### src/design/vac_pkg.sv
// Shared types, constants and calibration tables for the autoranging voltmeter core.
package vac_pkg;

    // Field and datapath widths
    localparam int ADC_W    = 12;
    localparam int TICK_W   = 32;
    localparam int GAIN_W   = 28;
    localparam int LEVEL_W  = 21;
    localparam int VOLT_W   = 32;
    localparam int CFG_IDX_W = 3;
    localparam int SLOPE_W  = 18;
    localparam int MUL_A_W  = 30;
    localparam int MUL_B_W  = 28;
    localparam int PROD_W   = MUL_A_W + MUL_B_W;
    localparam int FRAC_SH  = 24;
    localparam int TERM_W   = PROD_W - FRAC_SH;   // rounded magnitude term
    localparam int SUM_W    = TERM_W + 2;         // signed term plus offset

    // Samples closer than this to the last range change are dropped
    localparam logic [TICK_W-1:0] HOLDOFF = 32'd1000;

    localparam logic [PROD_W-1:0] ROUND_HALF = PROD_W'(1) << (FRAC_SH - 1);
    localparam logic signed [SUM_W-1:0] VOLT_MAX = SUM_W'(64'sd2147483647);
    localparam logic signed [SUM_W-1:0] VOLT_MIN = SUM_W'(-64'sd2147483648);

    // Range codes
    typedef logic [1:0] t_range;
    localparam t_range RANGE_OVER = 2'd0;
    localparam t_range RANGE_12   = 2'd1;
    localparam t_range RANGE_5    = 2'd2;
    localparam t_range RANGE_1    = 2'd3;

    // Configuration register indexes
    typedef logic [CFG_IDX_W-1:0] t_cfg_idx;
    localparam t_cfg_idx CFG_GAIN_12   = 3'd0;
    localparam t_cfg_idx CFG_GAIN_5    = 3'd1;
    localparam t_cfg_idx CFG_GAIN_1    = 3'd2;
    localparam t_cfg_idx CFG_OVER_LVL  = 3'd3;
    localparam t_cfg_idx CFG_UP12_LVL  = 3'd4;
    localparam t_cfg_idx CFG_UP5_LVL   = 3'd5;
    localparam t_cfg_idx CFG_DN5_LVL   = 3'd6;
    localparam t_cfg_idx CFG_DN1_LVL   = 3'd7;

    // Sequencer states
    typedef enum logic [2:0] {
        ST_IDLE,
        ST_MUL1,
        ST_MUL2,
        ST_CAL,
        ST_DEC
    } t_state;

    // Slope magnitude per range, Q2.16 (all slopes are negative)
    function automatic logic [SLOPE_W-1:0] slope_mag(input t_range rng);
        logic [SLOPE_W-1:0] s;
        case (rng)
            RANGE_5: s = 18'd235602;
            RANGE_1: s = 18'd233551;
            default: s = 18'd233184;
        endcase
        return s;
    endfunction

    // Offset per range, Q2.16
    function automatic logic [SLOPE_W-1:0] offset_q16(input t_range rng);
        logic [SLOPE_W-1:0] o;
        case (rng)
            RANGE_5: o = 18'd66912;
            RANGE_1: o = 18'd11849;
            default: o = 18'd166638;
        endcase
        return o;
    endfunction

endpackage

### src/design/vac_if.sv
// Valid/ready channel interfaces for sample items and result items.
interface vac_in_if;
    logic                            valid;
    logic                            ready;
    logic signed [vac_pkg::ADC_W-1:0] adc_sample;
    logic [vac_pkg::TICK_W-1:0]      tick_now;
    logic                            fresh_sample;
    logic                            log_request;

    modport source (output valid, adc_sample, tick_now, fresh_sample, log_request,
                    input ready);
    modport sink   (input valid, adc_sample, tick_now, fresh_sample, log_request,
                    output ready);
endinterface

interface vac_out_if;
    logic                             valid;
    logic                             ready;
    logic signed [vac_pkg::VOLT_W-1:0] volts;
    vac_pkg::t_range                  range_used;
    logic                             is_over_limit;
    vac_pkg::t_range                  next_range;
    logic                             range_changed;
    logic                             log_flag;

    modport source (output valid, volts, range_used, is_over_limit, next_range,
                    range_changed, log_flag, input ready);
    modport sink   (input valid, volts, range_used, is_over_limit, next_range,
                    range_changed, log_flag, output ready);
endinterface

### src/design/vac_mul.sv
// Shared registered multiplier used for both calibration products.
module vac_mul (
    input  logic                        i_clk,
    input  logic [vac_pkg::MUL_A_W-1:0] i_a,
    input  logic [vac_pkg::MUL_B_W-1:0] i_b,
    output logic [vac_pkg::PROD_W-1:0]  o_prod
);

    logic [vac_pkg::PROD_W-1:0] r_prod;

    // Register the product every cycle
    always_ff @(posedge i_clk) begin
        r_prod <= vac_pkg::PROD_W'(i_a) * vac_pkg::PROD_W'(i_b);
    end

    assign o_prod = r_prod;

endmodule

### src/design/voltmeter_autorange_calibrate_core.sv
// Top level of the autoranging voltmeter: calibration sequencer and range selection.
//
// Each accepted sample item is scaled by the active range's gain and slope, offset
// and saturated into a signed Q16.16 voltage, and then drives the range decision.
// One multiplier is shared by both products (count times slope, then times gain),
// so the input is not ready again until the item's result has been loaded into the
// output register: a new item is taken only once the last one is through. A sample
// inside the holdoff window after a range change is dropped in the first multiply
// step and gives no result. The result sits in an output register; a stalled
// result holds the sequencer in its last step.
// Configuration writes are taken at any edge with the write enable high.
module voltmeter_autorange_calibrate_core #(
    parameter logic [vac_pkg::TICK_W-1:0] HOLDOFF = vac_pkg::HOLDOFF
) (
    input  logic                          i_clk,
    input  logic                          i_rst_n,
    vac_in_if.sink                        i_in,
    vac_out_if.source                     o_out,
    input  logic                          i_cfg_we,
    input  vac_pkg::t_cfg_idx             i_cfg_idx,
    input  logic [vac_pkg::GAIN_W-1:0]    i_cfg_data
);

    // Configuration registers
    logic [vac_pkg::GAIN_W-1:0]  r_gain_12, r_gain_5, r_gain_1;
    logic [vac_pkg::LEVEL_W-1:0] r_over_lvl, r_up12_lvl, r_up5_lvl, r_dn5_lvl, r_dn1_lvl;

    // Sequencer and range state
    vac_pkg::t_state             r_state, n_state;
    vac_pkg::t_range             r_range;
    logic [vac_pkg::TICK_W-1:0]  r_last_tick;

    // Captured item
    logic signed [vac_pkg::ADC_W-1:0] r_sample;
    logic [vac_pkg::TICK_W-1:0]  r_tick;
    logic                        r_fresh;
    logic                        r_log;

    // Calibrated voltage
    logic signed [vac_pkg::VOLT_W-1:0] r_volts;

    // Output register
    logic                        r_out_valid;
    logic signed [vac_pkg::VOLT_W-1:0] r_out_volts;
    vac_pkg::t_range             r_out_used, r_out_next;
    logic                        r_out_over, r_out_changed, r_out_log;

    // Multiplier operands and strobes
    logic [vac_pkg::MUL_A_W-1:0] mul_a;
    logic [vac_pkg::MUL_B_W-1:0] mul_b;
    logic [vac_pkg::PROD_W-1:0]  prod;
    logic                        take_in, ld_volts, ld_out, out_free;

    vac_mul u_mul (
        .i_clk  (i_clk),
        .i_a    (mul_a),
        .i_b    (mul_b),
        .o_prod (prod)
    );

    // Holdoff check on the captured tick
    logic [vac_pkg::TICK_W-1:0] tick_diff;
    logic                       drop;
    assign tick_diff = r_tick - r_last_tick;
    assign drop      = tick_diff < HOLDOFF;

    // Sample magnitude (the negative scale is symmetric)
    logic                        neg;
    logic [vac_pkg::ADC_W-1:0]   adc_mag;
    assign neg     = r_sample[vac_pkg::ADC_W-1];
    assign adc_mag = neg ? (~r_sample + vac_pkg::ADC_W'(1)) : r_sample;

    // Gain of the active range; the over-limit range uses the 12 V gain
    logic [vac_pkg::GAIN_W-1:0] gain_sel;
    always_comb begin
        case (r_range)
            vac_pkg::RANGE_5: gain_sel = r_gain_5;
            vac_pkg::RANGE_1: gain_sel = r_gain_1;
            default:          gain_sel = r_gain_12;
        endcase
    end

    // Round, sign, offset and saturate the final product
    logic [vac_pkg::PROD_W-1:0]        rnd_sum;
    logic [vac_pkg::TERM_W-1:0]        term_mag;
    logic signed [vac_pkg::SUM_W-1:0]  term, off, v_sum;
    logic signed [vac_pkg::VOLT_W-1:0] v_sat;
    always_comb begin
        rnd_sum  = prod + vac_pkg::ROUND_HALF;
        term_mag = rnd_sum[vac_pkg::PROD_W-1:vac_pkg::FRAC_SH];
        term     = neg ? $signed({2'b00, term_mag}) : -$signed({2'b00, term_mag});
        off      = $signed(vac_pkg::SUM_W'(vac_pkg::offset_q16(r_range)));
        v_sum    = term + off;
        if (v_sum > vac_pkg::VOLT_MAX) begin
            v_sat = vac_pkg::VOLT_W'(vac_pkg::VOLT_MAX);
        end else if (v_sum < vac_pkg::VOLT_MIN) begin
            v_sat = vac_pkg::VOLT_W'(vac_pkg::VOLT_MIN);
        end else begin
            v_sat = v_sum[vac_pkg::VOLT_W-1:0];
        end
    end

    // Range decision on the voltage magnitude
    logic [vac_pkg::VOLT_W-1:0] v_mag;
    logic                       over;
    vac_pkg::t_range            want;
    logic                       changed;
    always_comb begin
        v_mag = r_volts[vac_pkg::VOLT_W-1] ? (~r_volts + vac_pkg::VOLT_W'(1)) : r_volts;
        over  = v_mag >= vac_pkg::VOLT_W'(r_over_lvl);
        if (over) begin
            want = vac_pkg::RANGE_OVER;
        end else if (v_mag >= vac_pkg::VOLT_W'(r_up12_lvl)) begin
            want = vac_pkg::RANGE_12;
        end else if (v_mag >= vac_pkg::VOLT_W'(r_up5_lvl) &&
                     v_mag <= vac_pkg::VOLT_W'(r_dn5_lvl)) begin
            want = vac_pkg::RANGE_5;
        end else if (v_mag <= vac_pkg::VOLT_W'(r_dn1_lvl)) begin
            want = vac_pkg::RANGE_1;
        end else begin
            want = r_range;
        end
        changed = r_fresh && (want != r_range);
    end

    assign out_free = !r_out_valid || o_out.ready;

    // Next state and multiplier steering
    always_comb begin
        n_state  = r_state;
        mul_a    = '0;
        mul_b    = '0;
        take_in  = 1'b0;
        ld_volts = 1'b0;
        ld_out   = 1'b0;
        case (r_state)
            vac_pkg::ST_IDLE: begin
                if (i_in.valid) begin
                    take_in = 1'b1;
                    n_state = vac_pkg::ST_MUL1;
                end
            end
            vac_pkg::ST_MUL1: begin
                mul_a = vac_pkg::MUL_A_W'(adc_mag);
                mul_b = vac_pkg::MUL_B_W'(vac_pkg::slope_mag(r_range));
                n_state = drop ? vac_pkg::ST_IDLE : vac_pkg::ST_MUL2;
            end
            vac_pkg::ST_MUL2: begin
                mul_a   = prod[vac_pkg::MUL_A_W-1:0];
                mul_b   = gain_sel;
                n_state = vac_pkg::ST_CAL;
            end
            vac_pkg::ST_CAL: begin
                ld_volts = 1'b1;
                n_state  = vac_pkg::ST_DEC;
            end
            vac_pkg::ST_DEC: begin
                if (out_free) begin
                    ld_out  = 1'b1;
                    n_state = vac_pkg::ST_IDLE;
                end
            end
            default: n_state = vac_pkg::ST_IDLE;
        endcase
    end

    assign i_in.ready = (r_state == vac_pkg::ST_IDLE);

    // Advance the sequencer and range state
    always_ff @(posedge i_clk) begin
        if (!i_rst_n) begin
            r_state     <= vac_pkg::ST_IDLE;
            r_range     <= vac_pkg::RANGE_12;
            r_last_tick <= '0;
        end else begin
            r_state <= n_state;
            if (ld_out && changed) begin
                r_range     <= want;
                r_last_tick <= r_tick;
            end
        end
    end

    // Capture the item and the calibrated voltage
    always_ff @(posedge i_clk) begin
        if (take_in) begin
            r_sample <= i_in.adc_sample;
            r_tick   <= i_in.tick_now;
            r_fresh  <= i_in.fresh_sample;
            r_log    <= i_in.log_request;
        end
        if (ld_volts) begin
            r_volts <= v_sat;
        end
    end

    // Hold the result until it is taken
    always_ff @(posedge i_clk) begin
        if (!i_rst_n) begin
            r_out_valid <= 1'b0;
        end else if (ld_out) begin
            r_out_valid <= 1'b1;
        end else if (o_out.ready) begin
            r_out_valid <= 1'b0;
        end
    end

    always_ff @(posedge i_clk) begin
        if (ld_out) begin
            r_out_volts   <= r_volts;
            r_out_used    <= r_range;
            r_out_over    <= over;
            r_out_next    <= changed ? want : r_range;
            r_out_changed <= changed;
            r_out_log     <= r_log;
        end
    end

    assign o_out.valid         = r_out_valid;
    assign o_out.volts         = r_out_volts;
    assign o_out.range_used    = r_out_used;
    assign o_out.is_over_limit = r_out_over;
    assign o_out.next_range    = r_out_next;
    assign o_out.range_changed = r_out_changed;
    assign o_out.log_flag      = r_out_log;

    // Write configuration registers; levels keep their low bits
    always_ff @(posedge i_clk) begin
        if (!i_rst_n) begin
            r_gain_12  <= 28'd16777216;
            r_gain_5   <= 28'd16777216;
            r_gain_1   <= 28'd16777216;
            r_over_lvl <= 21'd851968;
            r_up12_lvl <= 21'd360448;
            r_up5_lvl  <= 21'd72090;
            r_dn5_lvl  <= 21'd294912;
            r_dn1_lvl  <= 21'd58982;
        end else if (i_cfg_we) begin
            case (i_cfg_idx)
                vac_pkg::CFG_GAIN_12:  r_gain_12  <= i_cfg_data;
                vac_pkg::CFG_GAIN_5:   r_gain_5   <= i_cfg_data;
                vac_pkg::CFG_GAIN_1:   r_gain_1   <= i_cfg_data;
                vac_pkg::CFG_OVER_LVL: r_over_lvl <= i_cfg_data[vac_pkg::LEVEL_W-1:0];
                vac_pkg::CFG_UP12_LVL: r_up12_lvl <= i_cfg_data[vac_pkg::LEVEL_W-1:0];
                vac_pkg::CFG_UP5_LVL:  r_up5_lvl  <= i_cfg_data[vac_pkg::LEVEL_W-1:0];
                vac_pkg::CFG_DN5_LVL:  r_dn5_lvl  <= i_cfg_data[vac_pkg::LEVEL_W-1:0];
                vac_pkg::CFG_DN1_LVL:  r_dn1_lvl  <= i_cfg_data[vac_pkg::LEVEL_W-1:0];
                default: ;
            endcase
        end
    end

endmodule

### src/flat_wrapper.sv
// flat-port wrapper written by rule: the top's interface ports become plain ports
module voltmeter_autorange_calibrate_core_flat 
#(
    parameter logic [vac_pkg::TICK_W-1:0] HOLDOFF = vac_pkg::HOLDOFF
)
  (i_clk, i_rst_n, i_cfg_we, i_cfg_idx, i_cfg_data, i_in_valid, i_in_adc_sample, i_in_tick_now, i_in_fresh_sample, i_in_log_request, i_in_ready, o_out_valid, o_out_volts, o_out_range_used, o_out_is_over_limit, o_out_next_range, o_out_range_changed, o_out_log_flag, o_out_ready);
  vac_in_if i_in_i ();
  vac_out_if o_out_i ();
  input  logic i_clk;
  input  logic i_rst_n;
  input  logic i_cfg_we;
  input  vac_pkg::t_cfg_idx i_cfg_idx;
  input  logic [vac_pkg::GAIN_W-1:0] i_cfg_data;
  input wire logic [$bits(i_in_i.valid)-1:0] i_in_valid;
  input wire logic [$bits(i_in_i.adc_sample)-1:0] i_in_adc_sample;
  input wire logic [$bits(i_in_i.tick_now)-1:0] i_in_tick_now;
  input wire logic [$bits(i_in_i.fresh_sample)-1:0] i_in_fresh_sample;
  input wire logic [$bits(i_in_i.log_request)-1:0] i_in_log_request;
  output wire logic [$bits(i_in_i.ready)-1:0] i_in_ready;
  output wire logic [$bits(o_out_i.valid)-1:0] o_out_valid;
  output wire logic [$bits(o_out_i.volts)-1:0] o_out_volts;
  output wire logic [$bits(o_out_i.range_used)-1:0] o_out_range_used;
  output wire logic [$bits(o_out_i.is_over_limit)-1:0] o_out_is_over_limit;
  output wire logic [$bits(o_out_i.next_range)-1:0] o_out_next_range;
  output wire logic [$bits(o_out_i.range_changed)-1:0] o_out_range_changed;
  output wire logic [$bits(o_out_i.log_flag)-1:0] o_out_log_flag;
  input wire logic [$bits(o_out_i.ready)-1:0] o_out_ready;
  assign i_in_i.valid = i_in_valid;
  assign i_in_i.adc_sample = i_in_adc_sample;
  assign i_in_i.tick_now = i_in_tick_now;
  assign i_in_i.fresh_sample = i_in_fresh_sample;
  assign i_in_i.log_request = i_in_log_request;
  assign i_in_ready = i_in_i.ready;
  assign o_out_valid = o_out_i.valid;
  assign o_out_volts = o_out_i.volts;
  assign o_out_range_used = o_out_i.range_used;
  assign o_out_is_over_limit = o_out_i.is_over_limit;
  assign o_out_next_range = o_out_i.next_range;
  assign o_out_range_changed = o_out_i.range_changed;
  assign o_out_log_flag = o_out_i.log_flag;
  assign o_out_i.ready = o_out_ready;
  voltmeter_autorange_calibrate_core #(.HOLDOFF(HOLDOFF)) u_core (.i_clk(i_clk), .i_rst_n(i_rst_n), .i_in(i_in_i), .o_out(o_out_i), .i_cfg_we(i_cfg_we), .i_cfg_idx(i_cfg_idx), .i_cfg_data(i_cfg_data));
endmodule
### config.mk
export PLATFORM = sky130hd
export DESIGN_NAME = voltmeter_autorange_calibrate_core_flat
export DESIGN_NICKNAME = d
export VERILOG_FILES = /design/src/design/vac_pkg.sv /design/src/design/vac_if.sv /design/src/design/vac_mul.sv /design/src/design/voltmeter_autorange_calibrate_core.sv /design/src/flat_wrapper.sv
export SDC_FILE = /design/constraint.sdc
export NUM_CORES = 2
export LEC_CHECK = 0
export BUFFER_PORTS_ARGS = -buffer_cell sky130_fd_sc_hd__clkbuf_2
export CAP_MARGIN = 15
export CORE_AREA = 2 2 293 295
export CTS_CLUSTER_SIZE = 12
export DETAILED_ROUTE_END_ITERATION = 10
export DIE_AREA = 0 0 295 297
export GPL_ROUTABILITY_DRIVEN = 0
export MAX_ROUTING_LAYER = met4
export PLACE_DENSITY = 0.76
export SETUP_SLACK_MARGIN = 0.2
export SLEW_MARGIN = 25
export SYNTH_ARGS = -nofsm -noshare
export SYNTH_HDL_FRONTEND = slang
export SYNTH_HIERARCHICAL = 1
export SYNTH_SLANG_ARGS = --single-unit
export TNS_END_PERCENT = 20
### constraint.sdc
create_clock -name i_clk -period 25.2 [get_ports i_clk]
set_clock_uncertainty 0.05 [all_clocks]
set_input_delay 2.52 -clock i_clk [delete_from_list [all_inputs] [get_ports i_clk]]
set_output_delay 2.52 -clock i_clk [all_outputs]
set_load 0.005 [all_outputs]
Word level (Yosys, flattened, before mapping)
Cells that the tools add are included.
{ "word_totals": {"inputBits": 82, "output_inout_bits": 41, "elab_cells": 99, "register_bits": 402} }
{ "op_classes": {"n_reduce_logical": 17, "addsub": 6, "muxes": 25, "n_bitwise": 2, "n_eq_ne": 16, "multipliers": 1, "n_lt_le_gt_ge": 8} }
{ "ops": {"columns": ["op", "count"], "rows": [
  ["$pmux W28 S2", 2],
  ["$ge A32 B21 Y1", 3],
  ["$le A32 B21 Y1", 2],
  ["$mux W32", 2],
  ["$pmux W30 S2", 1],
  ["$add A58 B24 Y58 const B", 1],
  ["$mul A30 B28 Y58", 1],
  ["$add A36 B19 Y36", 1],
  ["$gt A36 B32 Y1 const B", 1],
  ["$lt A36 B32 Y1 const B", 1],
  ["$mux W36", 1],
  ["$neg A34 Y36", 1],
  ["$pmux W18 S2", 1],
  ["$add A32 B2 Y32 const B", 1],
  ["$lt A32 B10 Y1 const B", 1],
  ["$not A32 Y32", 1],
  ["$sub A32 B32 Y32", 1],
  ["$pmux W13 S2", 1],
  ["$reduce_and A2 Y1", 9],
  ["$eq A3 B3 Y1 const B", 5],
  ["$pmux W3 S5", 1],
  ["$add A12 B2 Y12 const B", 1],
  ["$eq A3 B2 Y1 const B", 4],
  ["$mux W12", 1],
  ["14 further kinds", 31]
]} }

Longest topological paths before layout
{ "logic_depth": {"word_depth": 11, "ltp_mapped": 34, "depth_no_buf": 31} }

Cells and area by module
The synthesis kept the hierarchy.
{ "by_module_without_submodules": {"columns": ["mod", "n_inst", "seq_area_each_um2", "cells_per_inst", "area_per_inst_um2"], "rows": [
  ["vac_mul", 1, 1161.1, 3238, 28760.1],
  ["voltmeter_autorange_calibrate_core", 1, 8057.7, 2498, 21485.6]
]} }

Least setup slack after synthesis
No wires, ideal clock.
{ "synth_path": {"kind": "reg-to-reg", "startpoint": "register u_core/r_sample[11] in the netlist's numbering", "endpoint": "register u_core.u_mul.r_prod, in the netlist u_core/u_mul/o_prod[56]", "required_time_ns": 25.078, "t_arrival_ns": 8.477, "setup_time_ns": 0.072, "synth_period_minus_slack_ns": 8.599, "n_path_buf": 7, "setup_slack_ns": 16.601, "path_stages_with_launch": 34, "cell_sequence": "edfxtp_1 clkbuf_1 clkbuf_1 buf_1 clkbuf_1 o31ai_1 xor2_1 o21ai_0 clkbuf_1 clkbuf_1 nand2_1 fa_1 fa_1 inv_1 fa_1 inv_1 fa_1 inv_1 fa_1 fa_1 inv_1 fa_1 inv_1 ha_1 clkbuf_1 a21oi_1 o21ai_1 a311oi_1 a2bb2oi_2 o41ai_2 nor4_1 a211o_1 a221oi_2 xnor2_1"} }
{ "synth_via": {"elab_cells_between_ends": 5, "cone_classes": "add/sub (1); mul (1); mux (2); bitwise (1)"} }
{ "synth_rtl": {"columns": ["element", "line", "source"], "rows": [
  ["start, declared", "voltmeter_autorange_calibrate_core.sv:34", "logic signed [vac_pkg::ADC_W-1:0] r_sample;"],
  ["start signal, assigned", "voltmeter_autorange_calibrate_core.sv:187", "r_sample <= i_in.adc_sample;"],
  ["$mux W12", "voltmeter_autorange_calibrate_core.sv:71", "assign adc_mag = neg ? (~r_sample + vac_pkg::ADC_W'(1)) : r_sample;"],
  ["$pmux W30 S2", "voltmeter_autorange_calibrate_core.sv:136", "case (r_state)"],
  ["named net u_core.mul_a (one bit)", "voltmeter_autorange_calibrate_core.sv:49", "logic [vac_pkg::MUL_A_W-1:0] mul_a;"],
  ["$mul A30 B28 Y58", "vac_mul.sv:13", "r_prod <= vac_pkg::PROD_W'(i_a) * vac_pkg::PROD_W'(i_b);"],
  ["end signal, assigned", "vac_mul.sv:13", null],
  ["end, declared", "vac_mul.sv:9", "logic [vac_pkg::PROD_W-1:0] r_prod;"]
]} }
The timed path passes the listed nets, and every way through them passes these cells.
A chain may end at the register's enable or synchronous reset.

Worst setup path after layout
{ "layout_path": {"startpoint": "register u_core/r_sample[11] in the netlist's numbering", "endpoint": "register u_core.u_mul.r_prod, in the netlist u_core/u_mul/o_prod[55]"} }
{ "layout_via": {"elab_chain_cells": 5} }
{ "layout_rtl": {"columns": ["element", "line"], "rows": [
  ["$not A12 Y12", "voltmeter_autorange_calibrate_core.sv:71"],
  ["$add A12 B2 Y12", "voltmeter_autorange_calibrate_core.sv:71"],
  ["$mux W12 (*)", "voltmeter_autorange_calibrate_core.sv:71"],
  ["$pmux W30 S2 (*)", "voltmeter_autorange_calibrate_core.sv:136"],
  ["named net u_core.mul_a (one bit)", "voltmeter_autorange_calibrate_core.sv:49"],
  ["$mul A30 B28 Y58 (*)", "vac_mul.sv:13"]
]} }
The timed path passes the listed nets; every way through them passes the cells marked *.

==> flow_metrics.env <==
export IMPL_outcome="completed"
export IMPL_drive_gt1_share_pct=6.45
export IMPL_period_share_pct=38.2
export IMPL_netlist_area_sq_um=50200
export IMPL_io_buffers=122
export IMPL_critical_path_arrival_ns=10.04
export IMPL_critPathTopFamily="adder cells"
export IMPL_crit_path_start_kind="flip-flop"
export IMPL_yosysSeqAreaShare_pct=18.3
export IMPL_slew_headroom_pct=30.6
export IMPL_grt_util_all_layers_pct=33.1
export IMPL_synthArstFlopShare_pct=0
export IMPL_fp_row_count=107
export IMPL_clkTransAtPathRegs_ns=0.06
export IMPL_irDropWorstVdd_mv=0.0514
export IMPL_viasPerCell=5.81
export IMPL_grt_pass1_wl_microns=221000
export IMPL_path_class="reg2reg"
export IMPL_synthXorXnorAreaFrac_pct=3.43
export IMPL_final_core_util_pct=63.2
export IMPL_cpMostUsedCell="fa_1"
export IMPL_die_area_sq_um=87600
export IMPL_crit_required_ns=25.62
export IMPL_ios=123
export IMPL_drt_iter0_markers=3193
export IMPL_cts_tree="built"
export IMPL_fin_area_sq_um=53400
export IMPL_initial_core_util_pct=59.5
export IMPL_synth_avg_cell_area_sq_um=8.76
export IMPL_ys_ff_latch=402
export IMPL_synthMuxAreaShare_pct=1.50
export IMPL_final_hold_violation_count=0
export IMPL_ys_flop_type="dfxtp_1"
export IMPL_synth_fa_ha_area_share_pct=38.1
export IMPL_cap_violations=0
export IMPL_core_area_sq_um=84500
export IMPL_end_kind="flip-flop"
export IMPL_dr_pass1_iters=6
export IMPL_overflow=0
export IMPL_nets=6820
export IMPL_hold_slack_ns=0.403
export IMPL_post_cts_setup_buffers=0
export IMPL_postSynthCellCount=5736
export IMPL_slowest_stage="a2111oi_0"
export IMPL_cts_resized=0
export IMPL_totalWireLength_microns=138000
export IMPL_synth_top_family_by_area="adder cells"
export IMPL_numCtsBuffers=41
export IMPL_ant_nets=0
export IMPL_place_area_sq_um=51900
export IMPL_first_global_vias=40800
export IMPL_tns_ns=0
export IMPL_die_h_microns=297
export IMPL_path_buf_inv=8
export IMPL_setup_viol=0
export IMPL_synth_cell_types=95
export IMPL_hpwl_microns=99800
export IMPL_finalCriticalPeriod_ns=9.62
export IMPL_fmax_ghz=0.104
export IMPL_synth_simple_area_share_pct=18.0
export IMPL_antenna_found_initial=8
export IMPL_p_leak_uw=0.0245
export IMPL_clk_insertion_delay_late_ns=0.56
export IMPL_grt_start_max_net_pins=158
export IMPL_vias=39600
export IMPL_root_buffer="clkbuf_16"
export IMPL_pwr_density_cell_nw_per_um2=36.7
export IMPL_synth_top_area_share_pct=29.0
export IMPL_rsz0062_at_grt="no"
export IMPL_wl_per_cell_microns=20.3
export IMPL_yosys_top_cells_area="fa_1, dfxtp_1, ha_1"
export IMPL_cpPeakStageDelay_ns=0.91
export IMPL_tightest_slew_ns=1.04
export IMPL_ctsLongestPathBuffers=3
export IMPL_synth_edf_count=117
export IMPL_synth_top_cell_by_area="fa_1"
export IMPL_cts_hold_buf=0
export IMPL_dieWidth_microns=295
export IMPL_critPathMaxFanout=47
export IMPL_hold_class="reg2reg"
export IMPL_ys_warn_count=6
export IMPL_area_growth_pct=6.22
export IMPL_synth_compound_area_share_pct=10.4
export IMPL_clock_sinks=402
export IMPL_drv_slew=0
export IMPL_drc=0
export IMPL_synth_fp_nets=6911
export IMPL_h_tree_depth=2
-- layout make-up --
type / count / area, sq um
multi-input cells: 3990 / 36300
fillers: 7092 / 31100
flip-flops and latches: 402 / 9220
inverters: 1012 / 3800
well taps: 1144 / 1430
repair buffers: 198 / 1340
clock buffers: 67 / 1230
clock inverters: 3 / 27.5
diodes: 7 / 17.5
-- layout by cell type (no fill, tap or decap), types with 18 or more instances in the layout --
cell type	n
a211oi_1	19
a21boi_0	165
a21o_1	62
a21oi_1	137
a31oi_1	34
and2_1	448
and3_1	45
buf_4	67
clkbuf_1	18
clkbuf_16	43
clkbuf_2	121
dfxtp_1	283
edfxtp_1	117
fa_1	727
ha_1	366
inv_1	1011
mux2i_1	64
nand2_1	959
nand2b_1	33
nand3_1	57
nand4_1	45
nor2_1	97
nor2b_1	25
nor3_1	40
o211ai_1	38
o21a_1	18
o21ai_0	90
o21ai_1	28
o31ai_1	19
xnor2_1	110
xor2_1	84
-- per-stage QoR --
| stage | std cells | total power (uW) | worst slack [ns] |
|---|---|---|---|
| global route | 6823 | 2050 | 15.37 |
| finish | 6823 | 1960 | 15.58 |
| detailed placement | 6740 | 1360 | 15.62 |
| global placement | 6737 | 1350 | 15.74 |
| CTS | 6810 | 1950 | 15.61 |
| floorplan | 5736 | 1200 | 16.60 |
-- cell usage after synthesis (all sizes together), types with 5 or more instances --
master	instances
xor2	84
o211ai	38
a211oi	33
nor3b	5
clkbuf	302
mux2	10
ha	366
or3	11
and2	449
nand2	963
and3	54
o21a	18
xnor2	110
a21boi	165
nor2b	26
nand4	47
a211o	8
nand2b	33
or2	5
a21oi	138
edfxtp	117
a31oi	37
and4	15
buf	30
a41oi	8
mux2i	64
inv	1012
nor3	45
fa	727
o21bai	15
o41ai	6
a21o	62
dfxtp	285
or4	15
a31o	8
nor4	19
a221oi	7
o31ai	19
o21ai	142
a2111oi	6
o2111ai	9
o221ai	6
nand3	57
a311oi	5
nor2	103
-- worst register-to-register path, delay by kind of cell (launching register included) --
| family | cells | cell delay, ns |
|---|---|---|
| flip-flops | 1 | 0.32 |
| AO/OA/AOI/OAI | 5 | 2.12 |
| adder cells (fa/ha/maj) | 8 | 3.89 |
| XOR/XNOR | 1 | 0.16 |
| AND/OR/NAND/NOR | 6 | 1.64 |
| buffers and inverters | 8 | 1.37 |
-- power breakdown --
group	switching (uW)	total (uW)	internal, uW
Clock	257	589	331
Sequential	22.8	735	712
Combinational	401	633	232
-- sequential cells by signal (all words and copies together), names as in the netlist, 2 cells and up --
name                     cells
u_core/r_over_lvl           21
u_core/r_gain_12            28
u_core/r_gain_1             28
u_core/r_state               3
u_core/r_up12_lvl           21
u_core/r_gain_5             28
u_core/r_sample             12
u_core/o_out.range_used      2
u_core/u_mul/o_prod         58
u_core/r_dn5_lvl            21
u_core/r_dn1_lvl            21
u_core/o_out.volts          32
u_core/r_range               2
u_core/o_out.next_range      2
u_core/r_tick               32
u_core/r_volts              32
u_core/r_up5_lvl            21
u_core/r_last_tick          32
-- logic make-up (layout without fill, tap and decap cells) --
group | after synthesis | count (layout)
XOR/XNOR | 195 | 195
AO/OA/AOI/OAI | 768 | 768
AND/OR/NAND/NOR | 1860 | 1860
flip-flops | 402 | 402
multiplexers | 74 | 74
buffers and inverters | 1344 | 1280
other | 0 | 7
adder cells (fa/ha/maj) | 1093 | 1093
-- final timing paths --
kind / start / end / slack (ns) / depth (start not counted)
max: u_core/r_sample[11] / u_core/u_mul/o_prod[55] / 15.58 / 28
min: u_core/r_log / u_core/o_out.log_flag / 0.40 / 0
max reg2reg: u_core/r_sample[11] / u_core/u_mul/o_prod[55] / 15.58 / 28
min reg2reg: u_core/r_log / u_core/o_out.log_flag / 0.40 / 0
-- routing by layer --
layer / up-vias / track usage (%) / part of all wire, %
li1: 17800 / - / -
met1: 19500 / 40.8 / 38
met2: 1832 / 53.5 / 48
met3: 439 / 5.27 / 8.6
met4: 0 / 15.4 / 5.2
met5: - / - / 0
Power figures use the tool's default switching activity.
